## config.mk

```make
export PLATFORM = sky130hd
export DESIGN_NAME = positional_array_list_top
export DESIGN_NICKNAME = d
export VERILOG_FILES = /design/src/rtl/core/pal_pkg.sv /design/src/rtl/core/pal_ctrl.sv /design/src/rtl/core/pal_dpath.sv /design/src/rtl/core/positional_array_list_top.sv
export SDC_FILE = /design/constraint.sdc
export NUM_CORES = 2
export LEC_CHECK = 0
export ABC_AREA = 1
export BUFFER_PORTS_ARGS = -buffer_cell sky130_fd_sc_hd__buf_2
export CAP_MARGIN = 10
export CORE_MARGIN = 2
export CORE_UTILIZATION = 25
export CTS_CLUSTER_SIZE = 12
export DETAILED_ROUTE_END_ITERATION = 8
export GPL_TIMING_DRIVEN = 0
export PLACE_DENSITY_LB_ADDON = 0.15
export SYNTH_ARGS = -nofsm -noshare
export SYNTH_HDL_FRONTEND = slang
export SYNTH_SLANG_ARGS = --single-unit
```

## constraint.sdc

```tcl
create_clock -name clk -period 4.6 [get_ports clk]
set_clock_uncertainty 0.2 [all_clocks]
set_input_delay 0.69 -clock clk [delete_from_list [all_inputs] [get_ports clk]]
set_output_delay 0.69 -clock clk [all_outputs]
set_load 0.05 [all_outputs]
```

## src/rtl/core/pal_pkg.sv

```systemverilog
// Package: widths, operation and status codes, controller/datapath interface types.
package pal_pkg;

	localparam int DEPTH = 64;
	localparam int IDX_W = $clog2(DEPTH);
	localparam int LEN_W = $clog2(DEPTH + 1);
	localparam int POS_W = $clog2(DEPTH + 2);
	localparam int VAL_W = 32;

	// operation codes
	localparam logic [1:0] OP_INSERT = 2'd0;
	localparam logic [1:0] OP_DELETE = 2'd1;
	localparam logic [1:0] OP_READ   = 2'd2;

	// status codes
	localparam logic [1:0] ST_OK     = 2'd0;
	localparam logic [1:0] ST_BADPOS = 2'd1;
	localparam logic [1:0] ST_FULL   = 2'd2;

	// memory read address source
	typedef enum logic [1:0] {
		RD_POS,
		RD_CUR_DN,
		RD_CUR_UP
	} rd_sel_t;

	// controller -> datapath
	typedef struct packed {
		logic    load_item;
		logic    chk;
		logic    cur_load;
		logic    cur_inc;
		logic    cur_dec;
		logic    rd_en;
		rd_sel_t rd_sel;
		logic    wr_en;
		logic    wr_val;
		logic    cap;
		logic    len_inc;
		logic    len_dec;
		logic    out_load;
	} pal_cmd_t;

	// datapath -> controller
	typedef struct packed {
		logic [1:0] chk_status;
		logic [1:0] func;
		logic       ins_more;
		logic       del_more;
		logic       out_busy;
	} pal_stat_t;

endpackage

```

## src/rtl/core/pal_ctrl.sv

```systemverilog
// Controller state machine: sequences check, entry moves and result hand-off.
module pal_ctrl import pal_pkg::*; (
	input  logic      clk,
	input  logic      arst_n,
	input  logic      in_valid,
	output logic      in_stall,
	input  pal_stat_t stat,
	output pal_cmd_t  cmd
);

	localparam logic [3:0] S_IDLE    = 4'd0;
	localparam logic [3:0] S_CHECK   = 4'd1;
	localparam logic [3:0] S_INS_RD  = 4'd2;
	localparam logic [3:0] S_INS_WR  = 4'd3;
	localparam logic [3:0] S_INS_PUT = 4'd4;
	localparam logic [3:0] S_CAP     = 4'd5;
	localparam logic [3:0] S_DEL_RD  = 4'd6;
	localparam logic [3:0] S_DEL_WR  = 4'd7;
	localparam logic [3:0] S_DONE    = 4'd8;

	logic [3:0] state_q;
	logic [3:0] state_nxt;

	assign in_stall = (state_q != S_IDLE);

	// next state and commands
	always_comb begin
		state_nxt = state_q;
		cmd       = '0;
		cmd.rd_sel = RD_POS;
		case (state_q)
			S_IDLE: begin
				if (in_valid) begin
					cmd.load_item = 1'b1;
					state_nxt     = S_CHECK;
				end
			end
			S_CHECK: begin
				cmd.chk = 1'b1;
				if (stat.chk_status != ST_OK) begin
					state_nxt = S_DONE;
				end else begin
					case (stat.func)
						OP_INSERT: begin
							cmd.cur_load = 1'b1;
							state_nxt    = S_INS_RD;
						end
						OP_DELETE, OP_READ: begin
							cmd.cur_load = 1'b1;
							cmd.rd_en    = 1'b1;
							cmd.rd_sel   = RD_POS;
							state_nxt    = S_CAP;
						end
						default: state_nxt = S_DONE;
					endcase
				end
			end
			// move one entry up: read below the cursor, then write at the cursor
			S_INS_RD: begin
				if (stat.ins_more) begin
					cmd.rd_en  = 1'b1;
					cmd.rd_sel = RD_CUR_DN;
					state_nxt  = S_INS_WR;
				end else begin
					state_nxt = S_INS_PUT;
				end
			end
			S_INS_WR: begin
				cmd.wr_en   = 1'b1;
				cmd.cur_dec = 1'b1;
				state_nxt   = S_INS_RD;
			end
			S_INS_PUT: begin
				cmd.wr_en   = 1'b1;
				cmd.wr_val  = 1'b1;
				cmd.len_inc = 1'b1;
				state_nxt   = S_DONE;
			end
			S_CAP: begin
				cmd.cap = 1'b1;
				if (stat.func == OP_DELETE) begin
					state_nxt = S_DEL_RD;
				end else begin
					state_nxt = S_DONE;
				end
			end
			// move one entry down: read above the cursor, then write at the cursor
			S_DEL_RD: begin
				if (stat.del_more) begin
					cmd.rd_en  = 1'b1;
					cmd.rd_sel = RD_CUR_UP;
					state_nxt  = S_DEL_WR;
				end else begin
					cmd.len_dec = 1'b1;
					state_nxt   = S_DONE;
				end
			end
			S_DEL_WR: begin
				cmd.wr_en   = 1'b1;
				cmd.cur_inc = 1'b1;
				state_nxt   = S_DEL_RD;
			end
			S_DONE: begin
				if (!stat.out_busy) begin
					cmd.out_load = 1'b1;
					state_nxt    = S_IDLE;
				end
			end
			default: state_nxt = S_IDLE;
		endcase
	end

	// state register
	always_ff @(posedge clk or negedge arst_n) begin
		if (!arst_n) begin
			state_q <= S_IDLE;
		end else begin
			state_q <= state_nxt;
		end
	end

endmodule

```

## src/rtl/core/pal_dpath.sv

```systemverilog
// Datapath: entry memory, length, cursor, item and result registers.
module pal_dpath import pal_pkg::*; (
	input  logic                    clk,
	input  logic                    arst_n,
	input  pal_cmd_t                cmd,
	output pal_stat_t               stat,
	input  logic [1:0]              func,
	input  logic [POS_W-1:0]        position,
	input  logic signed [VAL_W-1:0] new_value,
	input  logic                    out_stall,
	output logic                    out_valid,
	output logic [1:0]              status,
	output logic signed [VAL_W-1:0] entry_value,
	output logic [LEN_W-1:0]        list_length
);

	logic [VAL_W-1:0] mem [DEPTH];

	logic [1:0]       func_q;
	logic [POS_W-1:0] pos_q;
	logic [VAL_W-1:0] val_q;
	logic [LEN_W-1:0] length_q;
	logic [IDX_W-1:0] cur_q;
	logic [1:0]       status_q;
	logic [VAL_W-1:0] result_q;
	logic [VAL_W-1:0] rd_data_q;
	logic             out_valid_q;
	logic [1:0]       out_status_q;
	logic [VAL_W-1:0] out_value_q;
	logic [LEN_W-1:0] out_len_q;

	logic [POS_W-1:0] pos_m1;
	logic [IDX_W-1:0] pos_idx;
	logic [LEN_W:0]   len_p1;
	logic             full;
	logic             ins_ok;
	logic             sel_ok;
	logic [1:0]       chk_status;
	logic [IDX_W-1:0] rd_addr;
	logic [IDX_W-1:0] wr_addr;
	logic [VAL_W-1:0] wr_data;

	assign pos_m1  = pos_q - POS_W'(1);
	assign pos_idx = pos_m1[IDX_W-1:0];

	// request check: full list first, then position range
	assign len_p1 = {1'b0, length_q} + (LEN_W+1)'(1);
	assign full   = (length_q == LEN_W'(DEPTH));
	assign ins_ok = (pos_q != '0) && ((LEN_W+1)'(pos_q) <= len_p1);
	assign sel_ok = (pos_q != '0) && (LEN_W'(pos_q) <= length_q);

	always_comb begin
		case (func_q)
			OP_INSERT:          chk_status = full ? ST_FULL : (ins_ok ? ST_OK : ST_BADPOS);
			OP_DELETE, OP_READ: chk_status = sel_ok ? ST_OK : ST_BADPOS;
			default:            chk_status = ST_BADPOS;
		endcase
	end

	assign stat.chk_status = chk_status;
	assign stat.func       = func_q;
	assign stat.ins_more   = (POS_W'(cur_q) >= pos_q);
	assign stat.del_more   = ((LEN_W'(cur_q) + LEN_W'(1)) < length_q);
	assign stat.out_busy   = out_valid_q && out_stall;

	// memory addressing
	always_comb begin
		case (cmd.rd_sel)
			RD_POS:    rd_addr = pos_idx;
			RD_CUR_DN: rd_addr = cur_q - IDX_W'(1);
			RD_CUR_UP: rd_addr = cur_q + IDX_W'(1);
			default:   rd_addr = pos_idx;
		endcase
	end

	assign wr_addr = cmd.wr_val ? pos_idx : cur_q;
	assign wr_data = cmd.wr_val ? val_q : rd_data_q;

	// entry memory, one write and one registered read per cycle
	always_ff @(posedge clk) begin
		if (cmd.wr_en) begin
			mem[wr_addr] <= wr_data;
		end
		if (cmd.rd_en) begin
			rd_data_q <= mem[rd_addr];
		end
	end

	// item, cursor and result registers
	always_ff @(posedge clk) begin
		if (cmd.load_item) begin
			func_q <= func;
			pos_q  <= position;
			val_q  <= new_value;
		end
		if (cmd.cur_load) begin
			cur_q <= (func_q == OP_INSERT) ? length_q[IDX_W-1:0] : pos_idx;
		end else if (cmd.cur_inc) begin
			cur_q <= cur_q + IDX_W'(1);
		end else if (cmd.cur_dec) begin
			cur_q <= cur_q - IDX_W'(1);
		end
		if (cmd.chk) begin
			status_q <= chk_status;
			result_q <= '0;
		end else if (cmd.cap) begin
			result_q <= rd_data_q;
		end
		if (cmd.out_load) begin
			out_status_q <= status_q;
			out_value_q  <= result_q;
			out_len_q    <= length_q;
		end
	end

	// entry count
	always_ff @(posedge clk or negedge arst_n) begin
		if (!arst_n) begin
			length_q <= '0;
		end else if (cmd.len_inc) begin
			length_q <= length_q + LEN_W'(1);
		end else if (cmd.len_dec) begin
			length_q <= length_q - LEN_W'(1);
		end
	end

	// result item valid
	always_ff @(posedge clk or negedge arst_n) begin
		if (!arst_n) begin
			out_valid_q <= 1'b0;
		end else if (cmd.out_load) begin
			out_valid_q <= 1'b1;
		end else if (!out_stall) begin
			out_valid_q <= 1'b0;
		end
	end

	assign out_valid   = out_valid_q;
	assign status      = out_status_q;
	assign entry_value = out_value_q;
	assign list_length = out_len_q;

endmodule

```

## src/rtl/core/positional_array_list_top.sv

```systemverilog
// Top level of the positional array list: controller plus datapath.
//
//   channel | direction | handshake           | payload
//   input   | in        | in_valid, in_stall   | func, position, new_value
//   result  | out       | out_valid, out_stall | status, entry_value, list_length
//
// One item at a time. With list length L and position p, an insert moves
// L-p+1 entries up and a delete moves L-p entries down; each entry moved
// is a read and then a write of the entry memory.
// arst_n clears the length, the controller and the result valid; entries
// are undefined until written. A stalled result holds; the next item is
// taken meanwhile and waits in the controller's final state.
module positional_array_list_top import pal_pkg::*; (
	input  logic                    clk,
	input  logic                    arst_n,
	input  logic                    in_valid,
	output logic                    in_stall,
	input  logic [1:0]              func,
	input  logic [POS_W-1:0]        position,
	input  logic signed [VAL_W-1:0] new_value,
	output logic                    out_valid,
	input  logic                    out_stall,
	output logic [1:0]              status,
	output logic signed [VAL_W-1:0] entry_value,
	output logic [LEN_W-1:0]        list_length
);

	pal_cmd_t  cmd;
	pal_stat_t stat;

	pal_ctrl u_ctrl (
		.clk      (clk),
		.arst_n   (arst_n),
		.in_valid (in_valid),
		.in_stall (in_stall),
		.stat     (stat),
		.cmd      (cmd)
	);

	pal_dpath u_dpath (
		.clk         (clk),
		.arst_n      (arst_n),
		.cmd         (cmd),
		.stat        (stat),
		.func        (func),
		.position    (position),
		.new_value   (new_value),
		.out_stall   (out_stall),
		.out_valid   (out_valid),
		.status      (status),
		.entry_value (entry_value),
		.list_length (list_length)
	);

endmodule

```

* Word level (Yosys, flattened, before mapping) *
Memories as Yosys holds them, arrays and structs flattened. A register that Yosys moved wholly into a read port is not among the register bits.
Index checks and enable logic that the tools add are counted.

storage, ports and cells
  memories = 1
  output and inout bits = 43
  flip-flop bits (word level) = 134
  logic and storage cells = 98
  bits in writable memories = 2048

operators by class
  add/subtract/negate cells = 7
  order comparisons = 4
  mux-type cells = 44
  reductions and logical operators = 14
  equality and inequality tests = 16

memory list
  name         depth  width  read ports  clocked after Yosys merged registers in  wr ports  RTL line         source
  u_dpath.mem  64     32     1           1                                        1         pal_dpath.sv:17  logic [VAL_W-1:0] mem [DEPTH];

operators by type and width
  kind                 number
  $pmux 4 s9           1
  $mux 32              1
  $mux 6               5
  $mux 4               5
  $mux 1               19
  $eq 4x3->1 const B   4
  $mux 3               5
  $mux 7               2
  $pmux 6 s2           1
  $sub 6x1->6 const B  2
  $pmux 3 s3           1
  $add 7x1->8 const B  1
  $eq 4x2->1 const B   2
  $le 7x8->1           1
  $pmux 4 s2           1
  $add 6x1->7 const B  1
  $add 7x1->7 const B  1
  $eq 7x7->1 const B   1
  $ge 6x7->1           1
  $le 7x7->1           1
  $lt 7x7->1           1
  $reduce_bool 7->1    1
  $sub 7x1->7 const B  1
  $add 6x1->6 const B  1
  other kinds (17)     25

* Logic depth before layout (Yosys ltp) *
  depth after elaboration = 11
  depth in mapped cells = 24

* Hierarchy *
A second synthesis with hierarchy kept.

unflattened totals
  cells, all modules = 8697
  area, all modules = 96438.7 sq um

modules (own cells, without submodules)
  module     cells an instance  area each (sq um)  times used
  pal_dpath  8629               95968.3            1
  pal_ctrl   68                 470.5              1

* Worst setup path after synthesis *
OpenSTA, ideal clock, no wires.

  kind = reg-to-reg
  from = reg u_dpath.cur_q[0]
  to = reg u_dpath.rd_data_q[27] (read register of u_dpath.mem) (data pin)
  clock period less this slack = 3.731 ns
  setup time = 0.254 ns
  buffers on the path = 3
  path slack = 0.869 ns
  required time = 4.146 ns
  arrival = 3.277 ns
  cell stages (with the launch flop) = 24
  cell sequence = edfxtp_1 > ha_1 > nand3_1 > nand2_1 > nand2_1 > inv_1 > ha_1 > a21oi_1 > o21a_1 > nand3_1 > ha_1 > buf_2 > nor2_1 > o21ai_2 > nand2_4 > buf_2 > clkbuf_1 > nand2_1 > o211ai_1 > nand3_1 > nand3_1 > nand3_1 > nand3_1 > nand2_1

on the way
  word-level cells in the longest chain between the ends = 6

ends and longest elaborated chain
  item                                             RTL line          source
  start, declared                                  pal_dpath.sv:23   logic [IDX_W-1:0] cur_q;
  start signal, assigned                           pal_dpath.sv:97   cur_q <= (func_q == OP_INSERT) ? length_q[IDX_W-1:0] : pos_idx;
  start signal, assigned                           pal_dpath.sv:99   cur_q <= cur_q + IDX_W'(1);
  start signal, assigned                           pal_dpath.sv:101  cur_q <= cur_q - IDX_W'(1);
  $add 6x1->7                                      pal_dpath.sv:63   assign stat.del_more = ((LEN_W'(cur_q) + LEN_W'(1)) < length_q);
  $lt 7x7->1                                       pal_dpath.sv:63
  $mux 3                                           pal_ctrl.sv:89    if (stat.del_more) begin
  $pmux 3 s3                                       pal_ctrl.sv:31    case (state_q)
  $eq 2x2->1 / $eq 2x1->1 (equally long branches)  pal_dpath.sv:68   case (cmd.rd_sel)
  $pmux 6 s2                                       pal_dpath.sv:68
  end, declared                                    pal_dpath.sv:26   logic [VAL_W-1:0] rd_data_q;

Parallel ways exist; a longest one is shown, timed or not.
A chain may end at the register's enable or synchronous reset.

* Final worst setup path *
  from = reg u_dpath.cur_q[2]
  to = reg u_dpath.rd_data_q[22] (read register of u_dpath.mem) (data pin)

The elaborated chain is that of the path after synthesis.

==> impl_metrics.tcl <==
set metrics [dict create \
    cp-start-kind "flop" \
    violations "negative setup slack" \
    finalSetupViolCount 48 \
    tightestPinTransition_ps 1020 \
    hp-class "input pin to async pin" \
    yosysMostFrequentCell "edfxtp_1" \
    slowest_stage "clkbuf_2" \
    synth_area_leaders "edfxtp_1 70%, nand2_1 7.3%, nand3_1 7.1%, o211ai_1 5.7%, inv_1 3.4%" \
    synth_common_cells "2170 x edfxtp_1, 1808 x nand2_1, 1308 x nand3_1, 837 x inv_1, 704 x o211ai_1" \
    num_vias 65558 \
    hold-worst-slack_ps 65.4 \
    period_share 1.02 \
    rsz0062_at_grt "yes" \
    placed_cells 12931 \
    fin_area_um2 117000 \
    regToRegSetupSlack_ps -70 \
    synth_edf_count 2170 \
    drt-total-wl_um 404000 \
    gr-total-overflow 0 \
    outcome "finished with violations" \
    antenna_found_initial 36 \
    yosysSeqAreaShare 0.715 \
    period_needed_ps 4670 \
    dp_hpwl_um 284000 \
    drtIter0Drc 7139 \
    r2r-start "u_dpath.cur_q[2]" \
    placed_area_um2 103000 \
    cts-buffers-inserted 268 \
    worstPathCellList "buf_6 > nand4_1 > nor2_2 > xor2_2 > ha_1 > nand2_1 > o21a_1 > nand3_2 > ha_4 > inv_6 > o21ai_1 > inv_2 > clkbuf_2 > nand3_2 > nand3_4 > nand2_2" \
    wl_per_cell_um 29.9 \
    clock_path_buffers 4 \
    worst-path-buf-inv 4 \
    ys_ff_latch 2214 \
    relSlewSlack 0.319 \
    drv_slew 0 \
    hold_viol 0 \
    cp_max_fo 10 \
    clkTransAtPathRegs_ps 60 \
    critPathTopFamily "simple AND/OR/NAND/NOR gates" \
    setup_slack_ps -72.6 \
    io_buffer_count 87 \
    powerDensity_nw_per_um2 624 \
    synth_top_cell_area_share 0.705 \
    critPathMostFrequentCell "nand3_2" \
    layout-drive-gt1-share 0.179 \
    initial_core_util 0.251 \
    synthFlopType "edfxtp_1" \
    first_global_vias 62819 \
    synthArstFlopShare 0.00542 \
    grt_pass1_wl_um 541000 \
    firstDrtPassIters 6 \
    critical_path_required_ps 5170 \
    die_w_um 612 \
    cts_tree "built" \
    dieArea_um2 375000 \
    gp_congestion 0.902 \
    power_leakage_nw 42.6 \
    reg2reg_to "u_dpath.rd_data_q[22]" \
    yosys_warnings 0 \
    grt_usage 0.210 \
    maxCapViolCount 0 \
    crit_type "flop to flop" \
    ir_worst_vdd_uv 332 \
    fmax_ghz 0.214 \
    r2r_cells 16 \
    stdcell_count 13527 \
    nNetsFinal 8448 \
    n_fill_cell 37046 \
    cts_sinks 2214 \
    drc_errors 0 \
    rows 223 \
    synthesis.area_um2 92500 \
    grt_max_degree 65 \
    power_mw 72.6 \
    ant_nets 0 \
    ios 88 \
    endpoint_kind "flop" \
    syn_avg_cell_area_um2 11.9 \
    yosys.area.top_type "edfxtp_1" \
    slowest_delay_ps 500 \
    core_area_um2 369000 \
    cp.arrival_ps 5240 \
    layout-area-overhead-vs-synth_pct 26.0 \
    cts-htree-levels 5 \
    synth_cell_types 35 \
    fin_util 0.316 \
    synthCells 7766 \
    clk_latency_ps 930 \
    root_buffer "clkbuf_16" \
    vias_per_cell 4.85 \
    syn_nets 7855 \
    die_h_um 612 \
]
-- cells by family after synthesis --
family / count (synthesis) / synth area share
simple gates: 3367 / 0.158
fa+ha+maj: 44 / 0.00604
compound gates: 781 / 0.0615
xor+xnor: 20 / 0.00189
buf+inv: 1340 / 0.0579
flops: 2214 / 0.715
-- per-layer routing --
layer	share of wire	GRT usage	wire length (um)	vias to the layer above
li1	-	-	-	28731
met1	0.43	0.281	172000	33455
met2	0.45	0.325	180000	2719
met3	0.079	0.0446	32000	649
met4	0.050	0.0947	20200	4
met5	0.000064	0	26	-
-- worst register-to-register path, stage by stage, from the launching register on --
cell      delay, ps
edfxtp_1        370
buf_6           160
nand4_1         140
nor2_2          180
xor2_2          220
ha_1            270
nand2_1          80
o21a_1          160
nand3_2         120
ha_4            410
inv_6            80
o21ai_1         480
inv_2           400
clkbuf_2        500
nand3_2         290
nand3_4         280
nand2_2         200
-- cell type report --
cell class	instances	area [um^2]	area share
diodes	17	42.5	0.000365
plain buffers	495	4130	0.0354
clock buffers	345	7090	0.0609
clock inverters	126	1100	0.00944
inverters	844	3190	0.0273
multi-input cells	4214	24100	0.207
flip-flops and latches	2214	66100	0.567
well taps	4950	6190	0.0532
repair buffers	322	4550	0.0390
-- flip-flops by register name, summed over array words and instances (netlist names), 2 cells and up --
| register | count |
|---|---|
| u_dpath.pos_q | 7 |
| u_dpath.status | 2 |
| u_dpath.length_q | 7 |
| u_dpath.result_q | 32 |
| u_dpath.entry_value | 32 |
| u_dpath.list_length | 7 |
| u_dpath.func_q | 2 |
| u_ctrl.state_q | 4 |
| u_dpath.mem | 2048 |
| u_dpath.cur_q | 6 |
| u_dpath.rd_data_q | 32 |
| u_dpath.val_q | 32 |
| u_dpath.status_q | 2 |
-- report_power, final --
group / switching [mW] / internal, mW / leakage, nW / total, mW
clock network: 8.86 / 11.6 / 3.99 / 20.4
registers: 0.519 / 24.8 / 20.0 / 25.3
logic: 19.9 / 6.94 / 18.6 / 26.9
total: 29.3 / 43.3 / 42.6 / 72.6
-- worst max-delay path by stage --
stage | start | endpoint | slack (ps) | cells past startpoint
final | u_dpath.cur_q[2] | u_dpath.rd_data_q[22] | -70 | 16
after global routing | u_dpath.cur_q[2] | u_dpath.rd_data_q[14] | -170 | 19
after CTS | u_dpath.cur_q[1] | u_dpath.rd_data_q[3] | -50 | 17
after detailed placement | u_dpath.cur_q[0] | u_dpath.rd_data_q[21] | -2180 | 20
after global placement | u_dpath.pos_q[0] | u_dpath.mem[25][17] | -3540 | 10
after floorplan | u_dpath.cur_q[0] | u_dpath.rd_data_q[27] | 870 | 23
-- through the flow --
step,TNS (ps),setup WS [ps]
floorplan,0,869
detailed placement,-61080,-2180
CTS,-310,-49.3
global route,-9230,-168
global placement,-6508660,-3540
finish,-1070,-72.6
-- timing repair --
item | in CTS | in global routing
gates resized for setup | 1016 | 232
setup endpoints to repair | 58 | 253
hold endpoints to repair | 55 | 0
buffers inserted | 17 | 38
pin swaps | 74 | 107
hold buffers | 45 | 0
cloned | 4 | 5
-- cell usage in the layout, fill, tap and decap left out, types with 86 or more instances in the layout --
cell type | netlist | routed
edfxtp_1 | 2170 | 2170
nand3_2 | 0 | 200
inv_1 | 837 | 835
clkbuf_2 | 0 | 86
buf_4 | 7 | 123
clkbuf_1 | 219 | 102
nand2_1 | 1808 | 1743
nor2_1 | 161 | 93
buf_12 | 0 | 129
clkbuf_16 | 0 | 279
o211ai_1 | 704 | 704
nand3_1 | 1308 | 1026
buf_2 | 223 | 159
(Power assumes the default switching activity.)
